## src/design/pt1k_pkg.sv

```systemverilog
// ----------------------------------------------------------------------------
// pt1k_pkg
// constants, codes and types of the pt1000 ratio to temperature unit
// ----------------------------------------------------------------------------
package pt1k_pkg;

  // ratio quotient: 3 integer bits, 28 fraction bits
  localparam int QUO_W      = 31;
  localparam int DIV_STEPS  = QUO_W;
  localparam int SQRT_STEPS = 32;

  // discriminant times 1e14, Q32
  localparam logic [27:0] DISC_SLOPE = 28'd231000000;
  localparam logic [63:0] DISC_BASE  = {32'd1758480889, 32'd0};

  // A times 1e7, Q16
  localparam logic [31:0] A16 = 32'd2561343488;

  // scaling: t = round(mag * 5120 / (231 * 2^16)) = floor((5*mag + 7392) / 64 / 231)
  localparam logic [35:0] ROUND_BIAS  = 36'd7392;
  localparam logic [30:0] RECIP_K     = 31'd1189947649;  // floor(2^38 / 231)
  localparam int          RECIP_SHIFT = 38;
  localparam logic [7:0]  DIV_CONST   = 8'd231;

  localparam logic signed [23:0] T22_MAX = 24'sd2097151;
  localparam logic signed [23:0] T22_MIN = -24'sd2097152;

  // configuration register indexes
  typedef enum logic {
    CFG_WINDOW_LOW  = 1'b0,
    CFG_WINDOW_HIGH = 1'b1
  } cfg_index_t;

  // tag that travels with every pipeline slot
  typedef struct packed {
    logic valid;
    logic bad;
  } tag_t;

endpackage

```

## src/design/pt1k_sqrt.sv

```systemverilog
// ----------------------------------------------------------------------------
// pt1k_sqrt
// pipelined integer square root, one root bit per stage, floor result
// ----------------------------------------------------------------------------
module pt1k_sqrt (
  input  logic           clk,
  input  logic           rst,
  input  logic           en,
  input  pt1k_pkg::tag_t tag_in,
  input  logic [63:0]    x_in,
  output pt1k_pkg::tag_t tag_out,
  output logic [31:0]    root_out
);

  localparam int N = pt1k_pkg::SQRT_STEPS;

  pt1k_pkg::tag_t tag  [0:N];
  logic [63:0]    xs   [0:N];
  logic [33:0]    rem  [0:N];
  logic [31:0]    root [0:N];

  // load stage
  always_ff @(posedge clk) begin
    if (rst) begin
      tag[0] <= '0;
    end else if (en) begin
      tag[0] <= tag_in;
    end
  end

  always_ff @(posedge clk) begin
    if (en) begin
      xs[0]   <= x_in;
      rem[0]  <= '0;
      root[0] <= '0;
    end
  end

  // bring down two bits, try 4*root+1
  for (genvar k = 1; k <= N; k++) begin : g_step
    logic [35:0] cur;
    logic [35:0] trial;
    logic        take;

    assign cur   = {rem[k-1], xs[k-1][63:62]};
    assign trial = {2'b00, root[k-1], 2'b01};
    assign take  = cur >= trial;

    always_ff @(posedge clk) begin
      if (rst) begin
        tag[k] <= '0;
      end else if (en) begin
        tag[k] <= tag[k-1];
      end
    end

    always_ff @(posedge clk) begin
      if (en) begin
        rem[k]  <= take ? 34'(cur - trial) : cur[33:0];
        root[k] <= {root[k-1][30:0], take};
        xs[k]   <= {xs[k-1][61:0], 2'b00};
      end
    end
  end

  assign tag_out  = tag[N];
  assign root_out = root[N];

endmodule

```

## config.mk

```make
export PLATFORM = sky130hd
export DESIGN_NAME = pt1k_sqrt
export DESIGN_NICKNAME = d
export VERILOG_FILES = /design/src/design/pt1k_pkg.sv /design/src/design/pt1k_sqrt.sv
export SDC_FILE = /design/constraint.sdc
export NUM_CORES = 2
export LEC_CHECK = 0
export BUFFER_PORTS_ARGS = -buffer_cell sky130_fd_sc_hd__buf_2
export CORE_MARGIN = 1.5
export CORE_UTILIZATION = 65
export DETAILED_ROUTE_END_ITERATION = 16
export HOLD_SLACK_MARGIN = 0.1
export PLACE_DENSITY = 0.82
export SYNTH_ARGS = -nofsm -noshare
export SYNTH_HDL_FRONTEND = slang
export SYNTH_MEMORY_MAX_BITS = 65536
export SYNTH_SLANG_ARGS = --single-unit
```

## constraint.sdc

```tcl
create_clock -name clk -period 9.69 [get_ports clk]
set_clock_uncertainty 0.05 [all_clocks]
set_input_delay 1.4535 -clock clk [delete_from_list [all_inputs] [get_ports clk]]
set_output_delay 1.4535 -clock clk [all_outputs]
set_load 0.01 [all_outputs]
```

======== Yosys cells after proc, flatten, opt, wreduce, memory -nomap -nowiden ========
Memory sizes are Yosys's and may differ from the RTL's.
Index checks and enable logic that the tools add are counted.
cells by class
  bitwise gates (word level) .............. 33
  order comparisons ....................... 32
  muxes and demuxes ....................... 71
  $add $sub $neg .......................... 32
operator list
  cell                                          number
  greater-or-equal comparator 36 x 34 -> 1 bit  32
  two-way mux 34 bit                            32
  subtractor 34 bit                             32
  two-way mux 2 bit                             33
  OR 1 bit                                      33
  two-way mux 1 bit                             6
word-level totals
  bits in writable memories ............... 4,356
  memories ................................ 4
  bits in registers ....................... 0
memories
  name  depth  bits a word  rd ports  clocked after memory_dff  write ports  RTL line         RTL
  xs    33     64           32        0                         33           pt1k_sqrt.sv:18  logic [63:0] xs [0:N];
  rem   33     34           32        0                         33           pt1k_sqrt.sv:19  logic [33:0] rem [0:N];
  root  33     32           33        0                         33           pt1k_sqrt.sv:20  logic [31:0] root [0:N];
  tag   33     2            33        0                         33           pt1k_sqrt.sv:17  pt1k_pkg::tag_t tag [0:N];

======== Logic depth before layout (Yosys ltp) ========
  depth in word-level cells ............... 4
  mapped depth ............................ 14
  gate-level depth less buffers ........... 12

======== Worst setup path after synthesis ========
OpenSTA, ideal clock, no wires.
  path kind ............................... register -> register
  start point ............................. memory rem[7][10] (netlist: rem[0][248])
  end point ............................... memory rem[8][13] (netlist: rem[0][285]), data pin
  slack ................................... 6.015 ns
  arrival ................................. 3.353 ns
  required time ........................... 9.369 ns
  stages on the path, launching flop included .. 11
  path through ............................ edfxtp_1 or4_4 or4_4 or4_1 clkbuf_2 or3_4 nor4_4 a211o_1 buf_4 nor4_1 xor2_1
RTL lines
  item             RTL line
  start, declared  pt1k_sqrt.sv:19

==> metrics.md <==
| Metric | Value |
|---|---|
| Worst Tran Pin Value | `1190 ps` |
| Wire per inst | `20.6 um` |
| Placed cells | `11900` |
| CTS tree | `built` |
| Max Fanout on Critical Path | `23` |
| Type of the worst min-delay path | `reg -> reg` |
| Initial antenna violation count | `2` |
| Fin crit share | `0.465` |
| Fin cells | `12400` |
| CORE AREA | `187000 sq um` |
| CTS clk-pin slew, worst paths | `60 ps` |
| Via count | `74400` |
| Hold Fails Final Rpt | `0` |
| Synth warnings | `0` |
| Hold_buf cts | `0` |
| First DRT Iteration DRCs | `6832` |
| Worst Slack Setup Final | `5180 ps` |
| Htree depth | `5` |
| DIE AREA | `191000 sq um` |
| Leakage | `0.0514 uW` |
| Pins Over Slew Limit | `0` |
| Setup TNS | `0 ps` |
| Final #Nets | `10300` |
| Mean post-synth cell area | `13.0 sq um` |
| Final Wtd Congestion | `0.948` |
| Area after DPL | `126000 sq um` |
| Ports | `103` |
| Setup Buffers After CTS | `0` |
| Max Buffers Root-to-Sink | `4` |
| TritonCTS Buffers | `284` |
| Cell variety after synth | `87` |
| Drt drc | `0` |
| Number of global-route vias before repair | `73300` |
| Post-synth net total | `10100` |
| Cell Rows | `159` |
| Drt first pass iters | `6` |
| DP HPWL | `177000 um` |
| CP max stage delay | `600 ps` |
| First-pass GRT wire length | `399000 um` |
| Commonest non-fill, non-tap cells in the layout | `2653 x edfxtp_1, 754 x nand2_1, 715 x inv_1, 562 x ha_1, 558 x a21oi_1` |
| Worst reg2reg endpoint | `rem[0][504]` |
| Commonest non-fill, non-tap cell in the layout | `edfxtp_1` |
| RR Startpoint | `rem[0][465]` |
| Fmax achieved | `0.222 GHz` |
| Area grow syn2layout | `10.2%` |
| Status | `finished, final reports clean` |
| Final wirelength | `255000 um` |
| Worst R2R Setup Slack | `5180 ps` |
| Hold Crit Depth | `0` |
| Maximum vdd drop | `0.263 mV` |
| Reg2reg path depth | `10` |
| Initial core utilization | `0.653` |
| Seq cells post-synth | `2653` |
| Layout cells sized above 1 | `0.0692` |
| Synthesized instance count | `9444` |
| Top_reg_cell synth | `edfxtp_1` |
| WP data arrival | `5110 ps` |
| Clk Latency, worst-skew pair | `930 ps` |
| Critical Path Sink Type | `flip-flop` |
| Die extent in x | `437 um` |
| Sink of the worst hold path | `xs[0][1069]` |
| Routed Antenna Nets | `0` |
| WP data required | `10300 ps` |
| Root buffer cell | `clkbuf_16` |
| Critical path type | `reg -> reg` |
| Port bufs | `102` |
| Post-synth ARST share | `0` |
| RSZ-0062 raised after global routing | `no` |
| Synthesized cell area | `122000 sq um` |
| Design area | `135000 sq um` |
| Min-delay src | `xs[0][1003]` |
| Critical path, cell by cell | `or4_1, or4_1, or2_2, nor3_1, and3_1, and3b_1, inv_1, nand4b_1, nor3_1, xor2_1` |
| GRT Total Usage | `0.265` |
| CP max stage cell | `and3b_1` |
| Maxcap violations | `0` |
| EDFF count, synth | `2653` |
| Crit path launch type | `flip-flop` |
| CTS sink cnt | `2653` |
| Pre-CTS WS | `5300 ps` |
| Post-CTS resize count | `0` |
| Die height | `437 um` |
| Final Setup Violations | `0` |
| Max_slew headroom | `0.193` |
| Largest net degree at the start of global routing | `205` |
| Power Density | `237 nW/um^2` |
| Sequential cell area fraction in the yosys report | `0.651` |
| Gr ovfl total | `0` |
| Fin crit period | `4510 ps` |
| Vias/cell | `6.02` |
==> report_power, final <==
group / internal, uW / switching [uW] / total (uW)
clock: 6300 / 4290 / 10600
sequential: 14400 / 939 / 15300
combinational: 2440 / 3560 / 6000
==> sequential cells by signal, summed over array words and instances, names as in the netlist <==
name  flops
tag      66
xs     1056
root    528
rem    1003
==> kinds of logic (layout without fill, tap and decap cells) <==
kind of cell,after synthesis,count (layout),synth area share
xor gates and xnor gates,839,839,0.0601
DFF,2653,2653,0.651
muxes,62,62,0.00559
AOI/OAI and AO/OA,1905,1905,0.0955
buffers and inverters,929,1342,0.0286
other,1,4,0.0000307
adders and majority gates,562,562,0.0575
and+or+nand+nor,2493,2493,0.101
==> synthesized netlist by cell type, drive strengths merged, types with 81 or more instances <==
library cell,number,area share
nand3,148,0.0061
ha,562,0.057
o21a,100,0.0061
nand2b,100,0.0051
xnor2,445,0.032
nor3,224,0.0092
xor2,394,0.028
clkbuf,198,0.0061
nand4,106,0.0054
inv,716,0.022
edfxtp,2653,0.65
o21ai,554,0.023
and2,88,0.0045
a21oi,561,0.023
or3,88,0.0045
a21o,237,0.015
nor4,125,0.0066
nor2,489,0.015
nand2,754,0.023
nor2b,81,0.0041
==> per-stage QoR <==
stage | power [uW] | hold slack (ps) | util
2_1_floorplan | 19500 | 350 | -
3_3_place_gp | 21300 | 350 | 0.671
3_5_place_dp | 21400 | 355 | 0.671
4_1_cts | 32100 | 322 | 0.719
5_1_grt | 33300 | 336 | 0.719
6_report | 31900 | 326 | 0.719
==> layout make-up <==
type / instances / area, sq um
diodes: 3 / 7.51
clock buffers: 332 / 7460
clock inverters: 150 / 1580
fillers: 12000 / 52600
inverters: 718 / 2700
multi-input cells: 5862 / 39300
flip-flops and latches: 2653 / 79700
well taps: 2495 / 3120
repair buffers: 142 / 976
==> worst max-delay path: cells and delay by family (launching register included) <==
kind	cells	cell delay, ps
buffers and inverters	1	590
xor gates and xnor gates	1	150
DFF	1	420
and+or+nand+nor	8	3040
==> how the worst max path moves through the flow <==
stage	startpoint	slack (ps)	end	cells after the start
floorplan	rem[0][248]	6020	rem[0][285]	10
global placement	rem[0][248]	5310	rem[0][285]	8
detailed placement	rem[0][248]	5300	rem[0][299]	8
CTS	rem[0][465]	5240	rem[0][504]	10
global route	rem[0][465]	4920	rem[0][504]	10
finish	rem[0][465]	5180	rem[0][504]	10
==> metal layers <==
metal,vias up,track usage,routed length [um]
met1,36100,0.347,105000
met3,551,0.0360,13400
met4,0,0.0980,8700
met2,2438,0.454,127000
met5,-,0,0
li1,35300,-,-
Note: power is estimated with default switching activity, not from simulation.
