===== src/design/pt1k_pkg.sv =====
// ----------------------------------------------------------------------------
// pt1k_pkg
// constants, codes and types of the pt1000 ratio to temperature unit
// ----------------------------------------------------------------------------
package pt1k_pkg;

  // ratio quotient: 3 integer bits, 28 fraction bits
  localparam int QUO_W      = 31;
  localparam int DIV_STEPS  = QUO_W;
  localparam int SQRT_STEPS = 32;

  // discriminant times 1e14, Q32
  localparam logic [27:0] DISC_SLOPE = 28'd231000000;
  localparam logic [63:0] DISC_BASE  = {32'd1758480889, 32'd0};

  // A times 1e7, Q16
  localparam logic [31:0] A16 = 32'd2561343488;

  // scaling: t = round(mag * 5120 / (231 * 2^16)) = floor((5*mag + 7392) / 64 / 231)
  localparam logic [35:0] ROUND_BIAS  = 36'd7392;
  localparam logic [30:0] RECIP_K     = 31'd1189947649;  // floor(2^38 / 231)
  localparam int          RECIP_SHIFT = 38;
  localparam logic [7:0]  DIV_CONST   = 8'd231;

  localparam logic signed [23:0] T22_MAX = 24'sd2097151;
  localparam logic signed [23:0] T22_MIN = -24'sd2097152;

  // configuration register indexes
  typedef enum logic {
    CFG_WINDOW_LOW  = 1'b0,
    CFG_WINDOW_HIGH = 1'b1
  } cfg_index_t;

  // tag that travels with every pipeline slot
  typedef struct packed {
    logic valid;
    logic bad;
  } tag_t;

endpackage


===== src/design/pt1k_scale.sv =====
// ----------------------------------------------------------------------------
// pt1k_scale
// turns the root into both temperatures, picks one by the window, saturates
// ----------------------------------------------------------------------------
module pt1k_scale (
  input  logic               clk,
  input  logic               rst,
  input  logic               en,
  input  pt1k_pkg::tag_t     tag_in,
  input  logic [31:0]        s,
  input  logic signed [21:0] window_low,
  input  logic signed [21:0] window_high,
  output pt1k_pkg::tag_t     tag_out,
  output logic signed [21:0] temperature,
  output logic               second
);

  pt1k_pkg::tag_t tag1, tag2, tag3, tag4, tag5;

  // stage 1: root numerators and the pre-shifted dividend
  logic [32:0] mag_p, mag_m;
  logic        neg_p;
  logic [35:0] n_p, n_m;
  logic [29:0] p1_p, p1_m;
  logic        neg1;

  assign neg_p = s > pt1k_pkg::A16;
  assign mag_p = neg_p ? {1'b0, s - pt1k_pkg::A16} : {1'b0, pt1k_pkg::A16 - s};
  assign mag_m = {1'b0, pt1k_pkg::A16} + {1'b0, s};
  assign n_p   = {3'b000, mag_p} * 36'd5 + pt1k_pkg::ROUND_BIAS;
  assign n_m   = {3'b000, mag_m} * 36'd5 + pt1k_pkg::ROUND_BIAS;

  always_ff @(posedge clk) begin
    if (en) begin
      p1_p <= n_p[35:6];
      p1_m <= n_m[35:6];
      neg1 <= neg_p;
    end
  end

  // stage 2: reciprocal multiply
  logic [60:0] prod_p, prod_m;
  logic [29:0] p2_p, p2_m;
  logic        neg2;

  always_ff @(posedge clk) begin
    if (en) begin
      prod_p <= 61'(p1_p * pt1k_pkg::RECIP_K);
      prod_m <= 61'(p1_m * pt1k_pkg::RECIP_K);
      p2_p   <= p1_p;
      p2_m   <= p1_m;
      neg2   <= neg1;
    end
  end

  // stage 3: estimate quotient
  logic [22:0] qa_p, qa_m;
  logic [29:0] p3_p, p3_m;
  logic        neg3;

  always_ff @(posedge clk) begin
    if (en) begin
      qa_p <= prod_p[60:pt1k_pkg::RECIP_SHIFT];
      qa_m <= prod_m[60:pt1k_pkg::RECIP_SHIFT];
      p3_p <= p2_p;
      p3_m <= p2_m;
      neg3 <= neg2;
    end
  end

  // stage 4: remainder check, estimate is at most one low
  logic [30:0] r_p, r_m;
  logic [22:0] q4_p, q4_m;
  logic        neg4;

  assign r_p = {1'b0, p3_p} - 31'(qa_p * pt1k_pkg::DIV_CONST);
  assign r_m = {1'b0, p3_m} - 31'(qa_m * pt1k_pkg::DIV_CONST);

  always_ff @(posedge clk) begin
    if (en) begin
      q4_p <= (r_p >= 31'(pt1k_pkg::DIV_CONST)) ? qa_p + 23'd1 : qa_p;
      q4_m <= (r_m >= 31'(pt1k_pkg::DIV_CONST)) ? qa_m + 23'd1 : qa_m;
      neg4 <= neg3;
    end
  end

  // stage 5: sign, window test, select, saturate
  logic signed [23:0] t_p, t_m, t_sel, lo24, hi24;
  logic               in_window;
  logic signed [21:0] t_sat;

  always_comb begin
    t_p       = neg4 ? -$signed({1'b0, q4_p}) : $signed({1'b0, q4_p});
    t_m       = $signed({1'b0, q4_m});
    lo24      = 24'(window_low);
    hi24      = 24'(window_high);
    in_window = (t_p > lo24) && (t_p < hi24);
    t_sel     = in_window ? t_p : t_m;
    priority if (t_sel > pt1k_pkg::T22_MAX) begin
      t_sat = 22'(pt1k_pkg::T22_MAX);
    end else if (t_sel < pt1k_pkg::T22_MIN) begin
      t_sat = 22'(pt1k_pkg::T22_MIN);
    end else begin
      t_sat = t_sel[21:0];
    end
  end

  always_ff @(posedge clk) begin
    if (en) begin
      temperature <= tag4.bad ? '0 : t_sat;
      second      <= !tag4.bad && !in_window;
    end
  end

  // tags
  always_ff @(posedge clk) begin
    if (rst) begin
      tag1 <= '0;
      tag2 <= '0;
      tag3 <= '0;
      tag4 <= '0;
      tag5 <= '0;
    end else if (en) begin
      tag1 <= tag_in;
      tag2 <= tag1;
      tag3 <= tag2;
      tag4 <= tag3;
      tag5 <= tag4;
    end
  end

  assign tag_out = tag5;

endmodule


===== config.mk =====
export PLATFORM = sky130hd
export DESIGN_NAME = pt1k_scale
export DESIGN_NICKNAME = d
export VERILOG_FILES = /design/src/design/pt1k_pkg.sv /design/src/design/pt1k_scale.sv
export SDC_FILE = /design/constraint.sdc
export NUM_CORES = 2
export LEC_CHECK = 0
export ABC_AREA = 1
export BUFFER_PORTS_ARGS = -buffer_cell sky130_fd_sc_hd__buf_2
export CORE_MARGIN = 2
export CORE_UTILIZATION = 40
export DETAILED_ROUTE_END_ITERATION = 12
export PLACE_DENSITY = 0.63
export SYNTH_ARGS = -nofsm -noshare
export SYNTH_HDL_FRONTEND = slang
export SYNTH_SLANG_ARGS = --single-unit
export TNS_END_PERCENT = 30

===== constraint.sdc =====
create_clock -name clk -period 9.1 [get_ports clk]
set_input_delay 2.73 -clock clk [delete_from_list [all_inputs] [get_ports clk]]
set_output_delay 2.73 -clock clk [all_outputs]
set_load 0.05 [all_outputs]

# == Word level (Yosys, flattened, before mapping) ==
# Index checks and enable logic that the tools add are counted.
# totals
ff_bits,431
in_bits,81
# classes
n_addsub,10
mul,6
magnitude_cmp,7
muxes,7
reduce_logical,5
# ops
cell,n
$mul 30x31->61 const B,2
$ge 31x8->1 const B,2
$mul 23x8->31 const B,2
$sub 30x31->31,2
$mux 24,2
$add 23x1->23 const B,2
$mux 23,2
$add 35x13->36 const B,1
$add 36x13->36 const B,1
$mul 33x3->36 const B,1
$mul 32x3->35 const B,1
$add 32x32->33 const A,1
$gt 32x32->1 const B,1
$mux 32,1
$sub 32x32->32 const A,1
$sub 32x32->32 const B,1
$gt 24x22->1,1
$gt 24x22->1 const B,1
$lt 24x22->1,1
$lt 24x22->1 const B,1
$neg 23->24,1
$mux 22,1
$mux 21,1
$logic_and 1x1->1,2
2 further kinds,3

# == Longest topological paths before layout ==
# logic_depth
word_depth,8
ltp_mapped,30

# == Worst setup path before layout ==
# No wires, ideal clock.
# synth_timing
kind,input to register
from,input port s[0]
to,register p1_p[19] (data pin)
arrival_ps,6140
required_ps,8848
slack_ps,2708
cell_stages,26
path_cell_list,inv_1 ha_1 nor3b_1 nand2_1 nor2_1 nand2_1 nand2_1 buf_2 buf_2 nand2_1 xor2_1 inv_1 ha_1 inv_1 fa_1 inv_1 ha_1 nand2_1 nor2_1 nand2_1 o21ai_2 nand3_1 nand2_1 nand2_1 nand3_1 nand2_1
# synth_via
elab_chain_len,4
elab_cells_between_ends,6
classes_between,add/sub: 3; mul: 1; order compare: 1; mux: 1
# synth_lines
item,line,source
"start, declared",pt1k_scale.sv:10,"input logic [31:0] s,"
$sub 32x32->32 or $gt 32x32->1 (tied branches),"pt1k_scale.sv:28, pt1k_scale.sv:27",
$mux 32 (*),pt1k_scale.sv:28,"assign mag_p = neg_p ? {1'b0, s - pt1k_pkg::A16} : {1'b0, pt1k_pkg::A16 - s};"
$mul 32x3->35 (*),pt1k_scale.sv:30,"assign n_p = {3'b000, mag_p} * 36'd5 + pt1k_pkg::ROUND_BIAS;"
$add 35x13->36 (*),pt1k_scale.sv:30,
named net n_p[25],pt1k_scale.sv:23,"logic [35:0] n_p, n_m;"
"end signal, assigned",pt1k_scale.sv:35,p1_p <= n_p[35:6];
"end, declared",pt1k_scale.sv:24,"logic [29:0] p1_p, p1_m;"
# The timed path passes the listed nets; every way through them passes the cells marked *.
# A chain may end at the register's enable or synchronous reset.

# == Final worst setup path ==
# layout_timing
from,register p1_m[4]
to,register prod_m[57] (data pin)
# layout_via
elab_chain_len,1
# layout_lines
item,line,source
"start, declared",pt1k_scale.sv:24,
"start signal, assigned",pt1k_scale.sv:36,p1_m <= n_m[35:6];
$mul 30x31->61,pt1k_scale.sv:49,prod_m <= 61'(p1_m * pt1k_pkg::RECIP_K);
"end signal, assigned",pt1k_scale.sv:49,
"end, declared",pt1k_scale.sv:42,"logic [60:0] prod_p, prod_m;"
# Every way passes these cells.

==> impl_results.md <==
- # hold bufs at CTS: 0
- Setup bufs post-CTS: 0
- Max H-tree Level: 2
- Highest routed layer: met5
- Ys async rst share: 0
- Total CTS buffers: 43
- Status: complete, no violations
- Required time worst endpoint: 9.43 ns
- Layout area overhead: 7.01%
- Post-Synth Simple-Gate Area: 0.129
- Clk_lat worst skew: 0.61 ns
- Bufs on Longest Clock Path: 3
- Mapped Area: 0.0590 sq mm
- Post-Synthesis Cells: 6699
- Pre-antenna DRT Iters: 6
- Synth unique cells: 58
- Core area: 0.146 sq mm
- Gr ovfl total: 0
- Max-cap violations: 0
- # setup viols final: 0
- Met1 wire length: 68.7 mm
- GP Congestion: 0.949
- Main combinational cell family by area after synthesis: adder cells
- Antenna-violating nets left: 0
- Post-Synth XOR/XNOR Area: 0.0323
- Vias in the first global route: 45800
- Mux share of post-synthesis cell area: 0.000339
- Initial Utilization: 0.404
- R2r worst-path depth: 24
- Final Net Count: 8702
- I/O pin cnt: 106
- Fin crit share: 0.781
- Clk sinks: 352
- Setup TNS: 0 ns
- FMAX: 0.141 GHz
- Layout cells sized above 1: 0.0359
- Std cell rows: 140
- Startpoint types: flip-flop
- Worst-Margin Slew: 0.989 ns
- Yosys reg bits: 352
- Vias per cell: 4.96
- Final HPWL DP: 129 mm
- DRC Markers: 0
- Final Hold Fails: 0
- EDFF count, synth: 342
- Slew Limit Fails: 0
- Synthesis Warnings: 0
- Prevailing post-synth register cell: edfxtp_1
- Post-cts sizing count: 0
- CTS Root Cell: clkbuf_16
- Die Span X: 388 um
- Sequential-to-total area share from yosys stat: 0.177
- RSZ-0062 raised after global routing: false
- Worst Path Arrival: 7.44 ns
- Minimum clock period: 7.11 ns
- Vias: 43500
- Initial antenna violation count: 8
- Clock Pin Slew Worst Setup and Hold Paths: 0.07 ns
- Slew margin rel.: 0.341
- Synth Area in Adders: 0.478
- Die ar.: 0.151 sq mm
- Largest net degree at the start of global routing: 168
- Die H: 388 um
- CTS tree: built
- First-pass GRT wire length: 244 mm
- Mean post-synth cell area: 8.81 sq um
- Met2 wire len: 71.1 mm
- Hold Path Cell Cnt: 0
- Crit Path Category: flip-flop to flip-flop
- Syn_nets: 8581
- Worst hold path type: flip-flop to flip-flop
- Metal3 WL: 5.91 mm
- Overall routed net length: 150 mm
- Worst Skew: 0.0360 ns
- DR iter-0 viols: 2324
- Total track usage: 0.203
- Port bufs: 105
- Setup crit end kind: flip-flop
- Critical path peak fanout: 9
- Synth Area in Compound Gates: 0.0657
- WL per Instance: 17.1 um
-- placed cells by master (no fill, tap or decap), drive strengths merged, types with 5 or more instances in the layout --
cell         n
a21oi      336
dfxtp       10
diode        5
o31ai        6
edfxtp     342
o211ai       6
clkbuf      49
buf        119
nand4       99
nor2       429
o21a        24
a31oi       50
inv       1772
or2         10
clkinv      19
xor2       184
a21o        27
a21boi       6
o21bai      23
nor4        20
o21ai      199
nor3        64
nand3b      12
xnor2       34
nand3      155
clkinvlp     5
fa         758
nand2     1024
ha        1043
-- cells by family (layout without fill, tap and decap cells) --
kind of cell    count (synthesis)  count (layout)
simple gates                 1821            1821
buf+inv                      1811            1965
fa+ha+maj                    1801            1801
compound gates                694             694
flops                         352             352
xor+xnor                      218             218
mux                             2               2
other cells                     0               5
-- cell usage after synthesis, drive strengths merged, types with 2 or more instances --
library cell / number / area share
ha: 1043 / 0.22
o21ai: 199 / 0.017
xor2: 184 / 0.027
nor3b: 2 / 0.00025
nor3: 64 / 0.0057
o21a: 24 / 0.0031
a21oi: 336 / 0.029
nand4: 99 / 0.010
buf: 37 / 0.0042
a221oi: 4 / 0.00059
nand2: 1024 / 0.066
nor2: 429 / 0.028
mux2i: 2 / 0.00034
and3: 4 / 0.00042
o31ai: 6 / 0.00076
fa: 758 / 0.26
o21bai: 23 / 0.0030
dfxtp: 10 / 0.0034
inv: 1764 / 0.11
nand3: 155 / 0.014
a21boi: 6 / 0.00076
o2111ai: 2 / 0.00030
o221ai: 2 / 0.00030
a21o: 27 / 0.0034
o221a: 2 / 0.00038
and2: 2 / 0.00021
xnor2: 34 / 0.0050
clkinv: 4 / 0.00025
o211ai: 6 / 0.00076
a31oi: 50 / 0.0053
edfxtp: 342 / 0.17
or2: 10 / 0.0011
nor4: 20 / 0.0021
clkbuf: 6 / 0.00042
nand3b: 12 / 0.0015
-- metal layers --
metal,global-route usage,vias up
met5,0,-
met4,0.0535,6
met3,0.0212,211
met2,0.349,860
met1,0.272,21100
li1,-,21300
-- metrics by stage --
| stage | hold slack, ns | setup WS [ns] | std cells | util | instance area (sq um) |
|---|---|---|---|---|---|
| finish | 0.405 | 1.99 | 8775 | 0.433 | 63200 |
| global route | 0.413 | 1.56 | 8772 | 0.432 | 63200 |
| CTS | 0.396 | 1.92 | 8770 | 0.432 | 63200 |
| detailed placement | 0.405 | 1.92 | 8692 | 0.423 | 61800 |
| global placement | 0.402 | 1.96 | 8692 | 0.423 | 61800 |
| floorplan | 0.400 | 2.71 | 6699 | - | 59000 |
-- critical path, stage by stage (launching register included) --
cell      delay (ns)
edfxtp_1        0.73
inv_1           0.15
fa_1            0.53
inv_1           0.05
fa_1            0.47
fa_1            0.52
inv_1           0.05
fa_1            0.52
inv_1           0.05
fa_1            0.50
inv_1           0.06
fa_1            0.48
inv_1           0.06
fa_1            0.50
fa_1            0.49
ha_1            0.33
a21oi_1         0.18
inv_1           0.07
a21oi_1         0.19
o21ai_0         0.11
a21oi_1         0.13
inv_1           0.05
a21oi_1         0.29
o21ai_0         0.15
xor2_1          0.16
-- flip-flops by register name (all words and copies together), names as in the netlist, 2 cells and up --
register / cells
tag2: 2
p3_p: 29
p2_p: 21
temperature: 22
p2_m: 22
q4_p: 23
tag1: 2
p1_m: 30
tag_out: 2
qa_p: 23
p1_p: 29
tag3: 2
q4_m: 23
prod_m: 31
prod_p: 31
tag4: 2
p3_m: 30
qa_m: 23
-- worst paths after layout --
| kind | from | endpoint | slack [ns] |
|---|---|---|---|
| max | p1_m[4] | prod_m[57] | 1.99 |
| max reg2reg | p1_m[4] | prod_m[57] | 1.99 |
| min reg2reg | prod_m[42] | qa_m[4] | 0.41 |
| min | prod_m[42] | qa_m[4] | 0.41 |
-- area by class of cell --
class / count / area, sq um
fillers: 14400 / 82900
repair buffers: 119 / 653
well taps: 1917 / 2400
inverters: 1768 / 6640
multi-input cells: 4536 / 41700
clock inverters: 29 / 251
diodes: 5 / 12.5
clock buffers: 49 / 1100
flip-flops and latches: 352 / 10500
Power is not shown: default switching activity piles up to over one toggle a cycle in this logic, so the estimate is an artifact.
